$ cat src/sv/rtcs_pkg.sv
`timescale 1ns / 1ps
// ----------------------------------------------------------------------------
// rtcs_pkg
// Shared types and constants of the three-wire clock chip serial master.
// ----------------------------------------------------------------------------
package rtcs_pkg;

   localparam int MAX_BYTES  = 32;
   localparam int BUF_DEPTH  = 32;
   localparam int BUF_ADDR_W = $clog2(BUF_DEPTH);

   // request kinds
   localparam logic [1:0] KIND_TICK  = 2'd0;
   localparam logic [1:0] KIND_LOAD  = 2'd1;
   localparam logic [1:0] KIND_START = 2'd2;

   // configuration register map
   localparam int CSR_INDEX_W = 2;
   localparam int CSR_DATA_W  = 10;
   localparam logic [CSR_INDEX_W-1:0] CSR_TICKS_PER_US = 2'd0;
   localparam logic [CSR_INDEX_W-1:0] CSR_SETUP_US     = 2'd1;
   localparam logic [9:0] TICKS_PER_US_RESET = 10'd16;
   localparam logic [3:0] SETUP_US_RESET     = 4'd4;

   typedef struct packed {
      logic [1:0] kind;
      logic [7:0] command;
      logic [5:0] byte_count;
      logic [4:0] load_index;
      logic [7:0] load_byte;
      logic       io_in;
   } req_type;

   typedef struct packed {
      logic       chip_enable;
      logic       serial_clock;
      logic       io_out;
      logic       io_drive;
      logic       busy_res;
      logic [7:0] read_data;
      logic       read_valid;
      logic       read_last;
      logic       done_res;
   } rsp_type;

   typedef struct packed {
      logic                  en;
      logic [BUF_ADDR_W-1:0] idx;
      logic [7:0]            data;
   } buf_wr_type;

endpackage

$ cat src/sv/rtcs_buffer.sv
`timescale 1ns / 1ps
// ----------------------------------------------------------------------------
// rtcs_buffer
// Write data buffer: one write port, one registered read port, with bypass
// of the write in flight and of the write of the current request.
// ----------------------------------------------------------------------------
module rtcs_buffer (
   input  logic                            clock,
   input  logic                            reset,
   input  rtcs_pkg::buf_wr_type            wr,
   input  logic [rtcs_pkg::BUF_ADDR_W-1:0] rd_addr,
   output logic [7:0]                      rd_byte
);

   logic [7:0] mem [rtcs_pkg::BUF_DEPTH];

   logic [7:0]                      q_ff;
   logic [rtcs_pkg::BUF_ADDR_W-1:0] addr_ff;
   logic                            fwd_en_ff;
   logic [rtcs_pkg::BUF_ADDR_W-1:0] fwd_idx_ff;
   logic [7:0]                      fwd_data_ff;

   always_ff @(posedge clock) begin
      if (wr.en) begin
         mem[wr.idx] <= wr.data;
      end
      q_ff        <= mem[rd_addr];
      addr_ff     <= rd_addr;
      fwd_idx_ff  <= wr.idx;
      fwd_data_ff <= wr.data;
   end

   always_ff @(posedge clock) begin
      if (reset) begin
         fwd_en_ff <= 1'b0;
      end else begin
         fwd_en_ff <= wr.en;
      end
   end

   // current request's load comes first, then the write that raced the read
   always_comb begin
      if (wr.en && wr.idx == addr_ff) begin
         rd_byte = wr.data;
      end else if (fwd_en_ff && fwd_idx_ff == addr_ff) begin
         rd_byte = fwd_data_ff;
      end else begin
         rd_byte = q_ff;
      end
   end

endmodule

$ cat src/sv/rtcs_engine.sv
`timescale 1ns / 1ps
// ----------------------------------------------------------------------------
// rtcs_engine
// Transaction sequencer: phase, timing, bit and byte counters, shifter.
// ----------------------------------------------------------------------------
module rtcs_engine #(
   parameter int MAX_BYTES = rtcs_pkg::MAX_BYTES
) (
   input  logic                            clock,
   input  logic                            reset,
   input  logic                            accept,
   input  rtcs_pkg::req_type               item,
   input  logic [9:0]                      ticks_per_us,
   input  logic [3:0]                      setup_us,
   input  logic [7:0]                      buf_byte,
   output rtcs_pkg::rsp_type               rsp,
   output logic [rtcs_pkg::BUF_ADDR_W-1:0] rd_addr
);

   localparam logic [2:0] PH_IDLE     = 3'd0;
   localparam logic [2:0] PH_PRE      = 3'd1;
   localparam logic [2:0] PH_POST     = 3'd2;
   localparam logic [2:0] PH_CMD_LOW  = 3'd3;
   localparam logic [2:0] PH_CMD_HIGH = 3'd4;
   localparam logic [2:0] PH_DATA_A   = 3'd5;
   localparam logic [2:0] PH_DATA_B   = 3'd6;

   logic [2:0]  phase_ff, phase_in;
   logic [15:0] wait_ff, wait_in;
   logic [2:0]  bit_ff, bit_in;
   logic [5:0]  byte_ff, byte_in;
   logic [7:0]  shift_ff, shift_in;
   logic [7:0]  cmd_ff, cmd_in;
   logic [5:0]  count_ff, count_in;
   logic        io_ff, io_in;

   logic [9:0]  unit10;
   logic [3:0]  setup_eff;
   logic [13:0] setup_prod;
   logic [15:0] unit_ticks;
   logic [15:0] setup_ticks;
   logic [5:0]  count_sat;
   logic [5:0]  next_idx;

   logic        rd_valid, rd_last, done;
   logic [7:0]  rd_data;

   // zero in a timing register counts as one
   assign unit10      = (ticks_per_us == 10'd0) ? 10'd1 : ticks_per_us;
   assign setup_eff   = (setup_us == 4'd0) ? 4'd1 : setup_us;
   assign setup_prod  = {10'd0, setup_eff} * {4'd0, unit10};
   assign unit_ticks  = {6'd0, unit10};
   assign setup_ticks = {2'd0, setup_prod};
   assign count_sat   = ({1'b0, item.byte_count} > 7'(MAX_BYTES)) ?
                        6'(MAX_BYTES) : item.byte_count;

   always_comb begin
      logic [15:0] wdec;
      logic [2:0]  bit_inc;
      logic        start_byte;
      logic        is_read;

      phase_in = phase_ff;
      wait_in  = wait_ff;
      bit_in   = bit_ff;
      byte_in  = byte_ff;
      shift_in = shift_ff;
      cmd_in   = cmd_ff;
      count_in = count_ff;
      io_in    = io_ff;
      rd_data  = 8'd0;
      rd_valid = 1'b0;
      rd_last  = 1'b0;
      done     = 1'b0;
      wdec       = (wait_ff != 16'd0) ? wait_ff - 16'd1 : 16'd0;
      bit_inc    = bit_ff + 3'd1;
      start_byte = 1'b0;
      is_read    = cmd_ff[0];

      if (accept) begin
         if (phase_ff == PH_IDLE) begin
            if (item.kind == rtcs_pkg::KIND_START) begin
               cmd_in   = item.command;
               count_in = count_sat;
               bit_in   = 3'd0;
               byte_in  = 6'd0;
               phase_in = PH_PRE;
               wait_in  = setup_ticks;
            end
         end else begin
            wait_in = wdec;
            if (wdec == 16'd0) begin
               case (phase_ff)
                  PH_PRE: begin
                     phase_in = PH_POST;
                     wait_in  = setup_ticks;
                  end
                  PH_POST: begin
                     bit_in   = 3'd0;
                     shift_in = cmd_ff;
                     io_in    = cmd_ff[0];
                     phase_in = PH_CMD_LOW;
                     wait_in  = unit_ticks;
                  end
                  PH_CMD_LOW: begin
                     phase_in = PH_CMD_HIGH;
                     wait_in  = unit_ticks;
                  end
                  PH_CMD_HIGH: begin
                     bit_in = bit_inc;
                     if (bit_inc == 3'd0) begin
                        byte_in    = 6'd0;
                        start_byte = 1'b1;
                     end else begin
                        io_in    = shift_ff[bit_inc];
                        phase_in = PH_CMD_LOW;
                        wait_in  = unit_ticks;
                     end
                  end
                  PH_DATA_A: begin
                     phase_in = PH_DATA_B;
                     wait_in  = unit_ticks;
                  end
                  PH_DATA_B: begin
                     bit_in = bit_inc;
                     if (bit_inc == 3'd0) begin
                        if (is_read) begin
                           rd_data  = shift_ff;
                           rd_valid = 1'b1;
                           rd_last  = ({1'b0, byte_ff} + 7'd1) == {1'b0, count_ff};
                        end
                        byte_in    = byte_ff + 6'd1;
                        start_byte = 1'b1;
                     end else begin
                        if (is_read) begin
                           shift_in[bit_inc] = shift_ff[bit_inc] | item.io_in;
                        end else begin
                           io_in = shift_ff[bit_inc];
                        end
                        phase_in = PH_DATA_A;
                        wait_in  = unit_ticks;
                     end
                  end
                  default: begin
                     phase_in = PH_IDLE;
                     wait_in  = 16'd0;
                  end
               endcase

               if (start_byte) begin
                  if (byte_in >= count_ff) begin
                     phase_in = PH_IDLE;
                     wait_in  = 16'd0;
                     done     = 1'b1;
                  end else begin
                     bit_in = 3'd0;
                     if (is_read) begin
                        shift_in = {7'd0, item.io_in};
                     end else begin
                        shift_in = buf_byte;
                        io_in    = buf_byte[0];
                     end
                     phase_in = PH_DATA_A;
                     wait_in  = unit_ticks;
                  end
               end
            end
         end
      end
   end

   // prefetch the byte the next byte start would send
   assign next_idx = (phase_in == PH_DATA_A || phase_in == PH_DATA_B) ?
                     byte_in + 6'd1 : 6'd0;
   assign rd_addr  = next_idx[rtcs_pkg::BUF_ADDR_W-1:0];

   // pin levels after this tick
   always_comb begin
      logic ce, sclk, drive;
      ce    = 1'b0;
      sclk  = 1'b0;
      drive = 1'b1;
      case (phase_in)
         PH_POST, PH_CMD_LOW: begin
            ce = 1'b1;
         end
         PH_CMD_HIGH: begin
            ce   = 1'b1;
            sclk = 1'b1;
         end
         PH_DATA_A: begin
            ce = 1'b1;
            if (cmd_in[0]) begin
               sclk  = 1'b1;
               drive = 1'b0;
            end
         end
         PH_DATA_B: begin
            ce = 1'b1;
            if (cmd_in[0]) begin
               drive = 1'b0;
            end else begin
               sclk = 1'b1;
            end
         end
         default: begin
         end
      endcase
      rsp.chip_enable  = ce;
      rsp.serial_clock = sclk;
      rsp.io_out       = drive & io_in;
      rsp.io_drive     = drive;
      rsp.busy_res     = (phase_in != PH_IDLE);
      rsp.read_data    = rd_data;
      rsp.read_valid   = rd_valid;
      rsp.read_last    = rd_last;
      rsp.done_res     = done;
   end

   always_ff @(posedge clock) begin
      if (reset) begin
         phase_ff <= PH_IDLE;
         wait_ff  <= 16'd0;
         bit_ff   <= 3'd0;
         byte_ff  <= 6'd0;
         shift_ff <= 8'd0;
         cmd_ff   <= 8'd0;
         count_ff <= 6'd0;
         io_ff    <= 1'b0;
      end else begin
         phase_ff <= phase_in;
         wait_ff  <= wait_in;
         bit_ff   <= bit_in;
         byte_ff  <= byte_in;
         shift_ff <= shift_in;
         cmd_ff   <= cmd_in;
         count_ff <= count_in;
         io_ff    <= io_in;
      end
   end

endmodule

$ cat src/sv/three_wire_rtc_serial_master.sv
`timescale 1ns / 1ps
// ----------------------------------------------------------------------------
// three_wire_rtc_serial_master
// Three-wire serial master for a clock chip, stepped one request per tick.
// ----------------------------------------------------------------------------
// Each request is one tick of pin timing and returns exactly one response
// with the pin levels after that tick. A request is taken every clock cycle
// while the response register is empty or being drained, so the block runs
// at one request per cycle; only the response handshake can slow it. Load
// requests write the 32-entry data buffer (a simple dual-port synchronous RAM,
// one write and one read port, the read registered); a start request
// in idle latches command and byte count and runs one transaction: chip
// enable low for the setup wait, chip enable high for a second setup wait,
// the command LSB first with one serial clock pulse per bit, then data bytes
// read or written LSB first.
// The sequencer prefetches the next data byte from the buffer, which bypasses
// any load that lands on the same slot, so loads may occur at any time.
// Configuration registers (index 0 ticks per microsecond, index 1 setup
// microseconds) are written through the csr port, always ready; write them
// only while no transaction is running.
// ----------------------------------------------------------------------------
module three_wire_rtc_serial_master #(
   parameter int MAX_BYTES = rtcs_pkg::MAX_BYTES
) (
   input  logic                             clock,
   input  logic                             reset,
   input  logic                             req_valid,
   output logic                             req_ready,
   input  rtcs_pkg::req_type                req_payload,
   output logic                             rsp_valid,
   input  logic                             rsp_ready,
   output rtcs_pkg::rsp_type                rsp_payload,
   input  logic                             csr_valid,
   output logic                             csr_ready,
   input  logic [rtcs_pkg::CSR_INDEX_W-1:0] csr_index,
   input  logic [rtcs_pkg::CSR_DATA_W-1:0]  csr_data
);

   logic [9:0]            ticks_ff;
   logic [3:0]            setup_ff;
   logic                  rsp_valid_ff, rsp_valid_in;
   rtcs_pkg::rsp_type     rsp_payload_ff;
   rtcs_pkg::rsp_type     eng_rsp;
   rtcs_pkg::buf_wr_type  buf_wr;
   logic [rtcs_pkg::BUF_ADDR_W-1:0] rd_addr;
   logic [7:0]            buf_byte;
   logic                  accept;

   // advance whenever the response slot frees up this cycle
   assign req_ready = !rsp_valid_ff || rsp_ready;
   assign accept    = req_valid && req_ready;
   assign csr_ready = 1'b1;

   // a load request writes the buffer at its own tick, busy or not
   assign buf_wr.en   = accept && (req_payload.kind == rtcs_pkg::KIND_LOAD);
   assign buf_wr.idx  = req_payload.load_index;
   assign buf_wr.data = req_payload.load_byte;

   rtcs_buffer u_buffer (
      .clock   (clock),
      .reset   (reset),
      .wr      (buf_wr),
      .rd_addr (rd_addr),
      .rd_byte (buf_byte)
   );

   rtcs_engine #(
      .MAX_BYTES (MAX_BYTES)
   ) u_engine (
      .clock        (clock),
      .reset        (reset),
      .accept       (accept),
      .item         (req_payload),
      .ticks_per_us (ticks_ff),
      .setup_us     (setup_ff),
      .buf_byte     (buf_byte),
      .rsp          (eng_rsp),
      .rd_addr      (rd_addr)
   );

   // configuration registers; writes beyond the map are dropped
   always_ff @(posedge clock) begin
      if (reset) begin
         ticks_ff <= rtcs_pkg::TICKS_PER_US_RESET;
         setup_ff <= rtcs_pkg::SETUP_US_RESET;
      end else if (csr_valid && csr_ready) begin
         case (csr_index)
            rtcs_pkg::CSR_TICKS_PER_US: ticks_ff <= csr_data[9:0];
            rtcs_pkg::CSR_SETUP_US:     setup_ff <= csr_data[3:0];
            default: begin
            end
         endcase
      end
   end

   // response register: load on accept, hold while stalled, drop when taken
   assign rsp_valid_in = accept || (rsp_valid_ff && !rsp_ready);

   always_ff @(posedge clock) begin
      if (reset) begin
         rsp_valid_ff <= 1'b0;
      end else begin
         rsp_valid_ff <= rsp_valid_in;
      end
   end

   always_ff @(posedge clock) begin
      if (accept) begin
         rsp_payload_ff <= eng_rsp;
      end
   end

   assign rsp_valid   = rsp_valid_ff;
   assign rsp_payload = rsp_payload_ff;

endmodule
$ cat config.mk
export PLATFORM = sky130hd
export DESIGN_NAME = three_wire_rtc_serial_master
export DESIGN_NICKNAME = d
export VERILOG_FILES = /design/src/sv/rtcs_pkg.sv /design/src/sv/rtcs_buffer.sv /design/src/sv/rtcs_engine.sv /design/src/sv/three_wire_rtc_serial_master.sv
export SDC_FILE = /design/constraint.sdc
export NUM_CORES = 1
export LEC_CHECK = 0
export ABC_AREA = 0
export BUFFER_PORTS_ARGS = -buffer_cell sky130_fd_sc_hd__buf_2
export CAP_MARGIN = 5
export CORE_MARGIN = 1
export CORE_UTILIZATION = 29
export DETAILED_ROUTE_END_ITERATION = 10
export GPL_TIMING_DRIVEN = 0
export SETUP_SLACK_MARGIN = 0.1
export SYNTH_ARGS = -nofsm -noshare
export SYNTH_HDL_FRONTEND = slang
export SYNTH_SLANG_ARGS = --single-unit
$ cat constraint.sdc
create_clock -name clock -period 12.8 [get_ports clock]
set_input_delay 1.28 -clock clock [delete_from_list [all_inputs] [get_ports clock]]
set_output_delay 1.28 -clock clock [all_outputs]
set_load 0.03 [all_outputs]
==> key figures <==
Cells and area
  – Area growth, synth to finish: 14.4%
  – Share of post-route cells with drive strength above 1: 10.6%
  – Post-route design area: 20100 sq um
  – Fin cells: 2495
  – Final nets: 1786
  – # diodes: 0

Clock network
  – Clock latency on the worst-skew pair: 0.57 ns
  – Buffer depth of the longest clock path: 3
  – H-tree depth: 2
  – Hold Buf Count CTS: 0
  – CTS resizes: 0
  – Setup Fix Bufs, Post-CTS: 0
  – Clock sink count: 365
  – Clk root buf: clkbuf_16
  – TritonCTS buffer count: 40
  – CTS tree: yes
  – Worst-path clk slew: 0.06 ns

Critical path
  – Slowest CP cell: inv_1
  – Arrival @ worst endpoint: 7.99 ns
  – Buf/Inv on CP: 8
  – Setup crit end kind: flop
  – Crit path max fanout: 19
  – Critical path's top delay family: buffers and inverters
  – CP Class: input pin to flop
  – Crit-path max cell delay: 0.68 ns
  – Critical Path RT: 13.17 ns
  – Top cell by count, worst path: buf_2
  – CP cell instances: buf_2 -> nand2b_1 -> nand2_1 -> inv_1 -> nand2_1 -> a211oi_1 -> o32ai_1 -> nor2b_1 -> inv_1 -> buf_2 -> buf_2 -> buf_2 -> ha_1 -> buf_1 -> o21ai_2 -> clkbuf_1 -> o22ai_1 -> nor3_1 -> a211oi_1 -> o32ai_1
  – CP Launch Type: input pin

GRT
  – Maximum number of pins on one net before global-route repair: 35
  – Tot GR Track Use: 16.5%
  – Initial antenna violation count: 0
  – First-pass GRT wire length: 78100 microns
  – Vias in the first global route: 13000
  – Total gr overflow: 0

Route
  – DRT antenna net count: 0
  – WL/cell: 20.5 microns
  – Total Wirelength: 51100 microns
  – DRT Pass-1 Iters: 7
  – DRC viols: 0
  – 1st-iter DRT viols: 1278
  – Via count: 13300
  – Vias per cell: 5.32

Floorplan
  – IO Pins: 66
  – Number of core rows: 89
  – Die height: 248 microns
  – Die width: 248 microns
  – Core Region: 59500 sq um
  – Die ar.: 61600 sq um
  – Initial core utilization: 29.6%

Timing
  – Unrepaired setup endpoints after global routing: false
  – Final Hold Viols: 0
  – Setup TNS: 0 ns
  – Worst slew pin tran: 1.25 ns
  – Slew headroom: 16.2%
  – Minimum clock period: 7.61 ns
  – Final worst-path cycle share: 59.5%
  – Fin Clk Skew: 0.0323 ns
  – Count of pins over their slew limit: 0
  – Maximum clock rate: 131 MHz
  – Setup violators final: 0

Placement
  – PortBufs: 63
  – GP Congestion: 0.944
  – Cell Area, Placed: 18900 sq um
  – HPWL Detailed: 36300 microns
  – DP Cell Count: 2422

Min path
  – Min-delay worst type: flop to flop

Logic synthesis
  – Post-synth top area cell: edfxtp_1
  – Most instantiated cells after synthesis: edfxtp_1 (272), nor2_1 (177), nand2_1 (148)
  – Number of synthesized flops with an enable pin: 272
  – Post-synth ARST share: 0%
  – Flops & latches, synth: 365
  – Post-synth top area share: 46.4%
  – Synthesized instance count: 1586
  – Synthesized area: 17600 sq um
  – Sequential share of the synthesized area: 57.0%
  – Post-synth top flop: edfxtp_1
  – Top-count cell post-synth: edfxtp_1
  – Yosys warnings: 0
  – Mean Syn Cell Area: 11.1 sq um
  – Post-synth cell types: 90
  – Synthesized Nets: 1681
  – Largest cells by area after synthesis: edfxtp_1 (46%), dfxtp_1 (11%), nor2_1 (3.8%)

Power
  – Pwr/cell area: 132 nW/um^2
  – P_leak: 0.00680 uW
  – Tot Pwr: 2650 uW
  – Max VDD drop: 0.105 mV

Status
  – Status: complete, no violations

Run
  – Max_cap viols: 0
## final timing paths
| check | startpoint | to | slack [ns] | depth (start not counted) |
|---|---|---|---|---|
| worst max-delay path | rsp_ready | u_buffer.q_ff[3]$_DFF_P_ | 5.19 | 20 |
| worst min-delay path | u_engine.cmd_ff[7]$_SDFFE_PP0P_ | u_engine.cmd_ff[7]$_SDFFE_PP0P_ | 0.46 | 2 |
| worst max register to register | u_engine.wait_ff[0]$_SDFFE_PP0P_ | u_buffer.q_ff[3]$_DFF_P_ | 5.39 | 21 |
| worst min register to register | u_engine.cmd_ff[7]$_SDFFE_PP0P_ | u_engine.cmd_ff[7]$_SDFFE_PP0P_ | 0.46 | 2 |
## worst min-delay path, delay by kind of cell, from the launching register on
family	cells	cell delay, ns
AO/OA/AOI/OAI	1	0.05
AND/OR/NAND/NOR	1	0.05
flip-flops	1	0.31
## routing by layer
layer  global-route usage [%]  vias up  part of all wire [%]
li1                         -     6108                     -
met1                     22.6     6550                    44
met2                     27.0      524                    47
met3                     2.89       87                   7.2
met4                     4.11        0                   2.4
met5                        0        -                     0
## cell type report
type | count | area [sq um]
flip-flops and latches | 365 | 10000
clock inverters | 15 | 145
multi-input cells | 1066 | 6930
inverters | 59 | 221
repair buffers | 63 | 315
fillers | 5959 | 39300
well taps | 773 | 967
plain buffers | 96 | 408
clock buffers | 58 | 1110
## registers in the layout, indices dropped and copies added (netlist names), 6 cells and up
name,flops
rsp_payload,16
u_buffer.mem,256
u_buffer.fwd_data_ff,8
u_buffer.q_ff,8
u_engine.shift_ff,8
ticks_ff,10
u_engine.byte_ff,6
u_engine.count_ff,6
u_engine.cmd_ff,8
u_engine.wait_ff,16
## placed cells by master (no fill, tap or decap), types with 7 or more instances in the layout
| master | instances |
|---|---|
| edfxtp_1 | 272 |
| nor2_1 | 177 |
| nand2_1 | 148 |
| dfxtp_1 | 93 |
| a21oi_1 | 90 |
| buf_2 | 79 |
| clkbuf_1 | 77 |
| o21ai_0 | 65 |
| inv_1 | 56 |
| a211oi_1 | 51 |
| mux2i_1 | 43 |
| nor3_1 | 42 |
| clkbuf_16 | 40 |
| nand3_1 | 39 |
| and2_1 | 37 |
| ha_1 | 32 |
| o22ai_1 | 28 |
| xnor2_1 | 19 |
| nand4_1 | 16 |
| fa_1 | 16 |
| xor2_1 | 14 |
| buf_1 | 12 |
| a221o_1 | 12 |
| nand2b_1 | 11 |
| nor2b_1 | 11 |
| nand3b_1 | 10 |
| nor4_1 | 9 |
| o32ai_1 | 9 |
| a31oi_1 | 9 |
| nor3b_1 | 8 |
| or3_1 | 7 |
| a221oi_1 | 7 |
| o2111ai_1 | 7 |
| a22oi_1 | 7 |
| o311a_1 | 7 |
| a2bb2oi_1 | 7 |
| o221ai_1 | 7 |
| o311ai_0 | 7 |
## power by group
part	internal, uW	switching (uW)	total [uW]
logic	72.5	164	237
registers	1290	13.7	1300
clock network	630	485	1110
total	1990	662	2650
## logic make-up after synthesis
kind of cell	Yosys count	share of synthesized area, %
AOI/OAI and AO/OA	384	15.4
xor gates and xnor gates	37	2.14
adders and majority gates	48	4.10
buffers and inverters	155	3.58
DFF	365	57.0
muxes	50	3.05
other	1	0.0213
and+or+nand+nor	546	14.7
## stage by stage
stage          util [%]  hold slack [ns]  setup slack [ns]
4_1_cts            33.8            0.458              5.32
3_3_place_gp       31.7            0.447              4.81
3_5_place_dp       31.7            0.450              4.77
6_report           33.8            0.460              5.19
2_1_floorplan         -            0.436              7.03
5_1_grt            33.8            0.475              4.95
(Power assumes the default switching activity.)
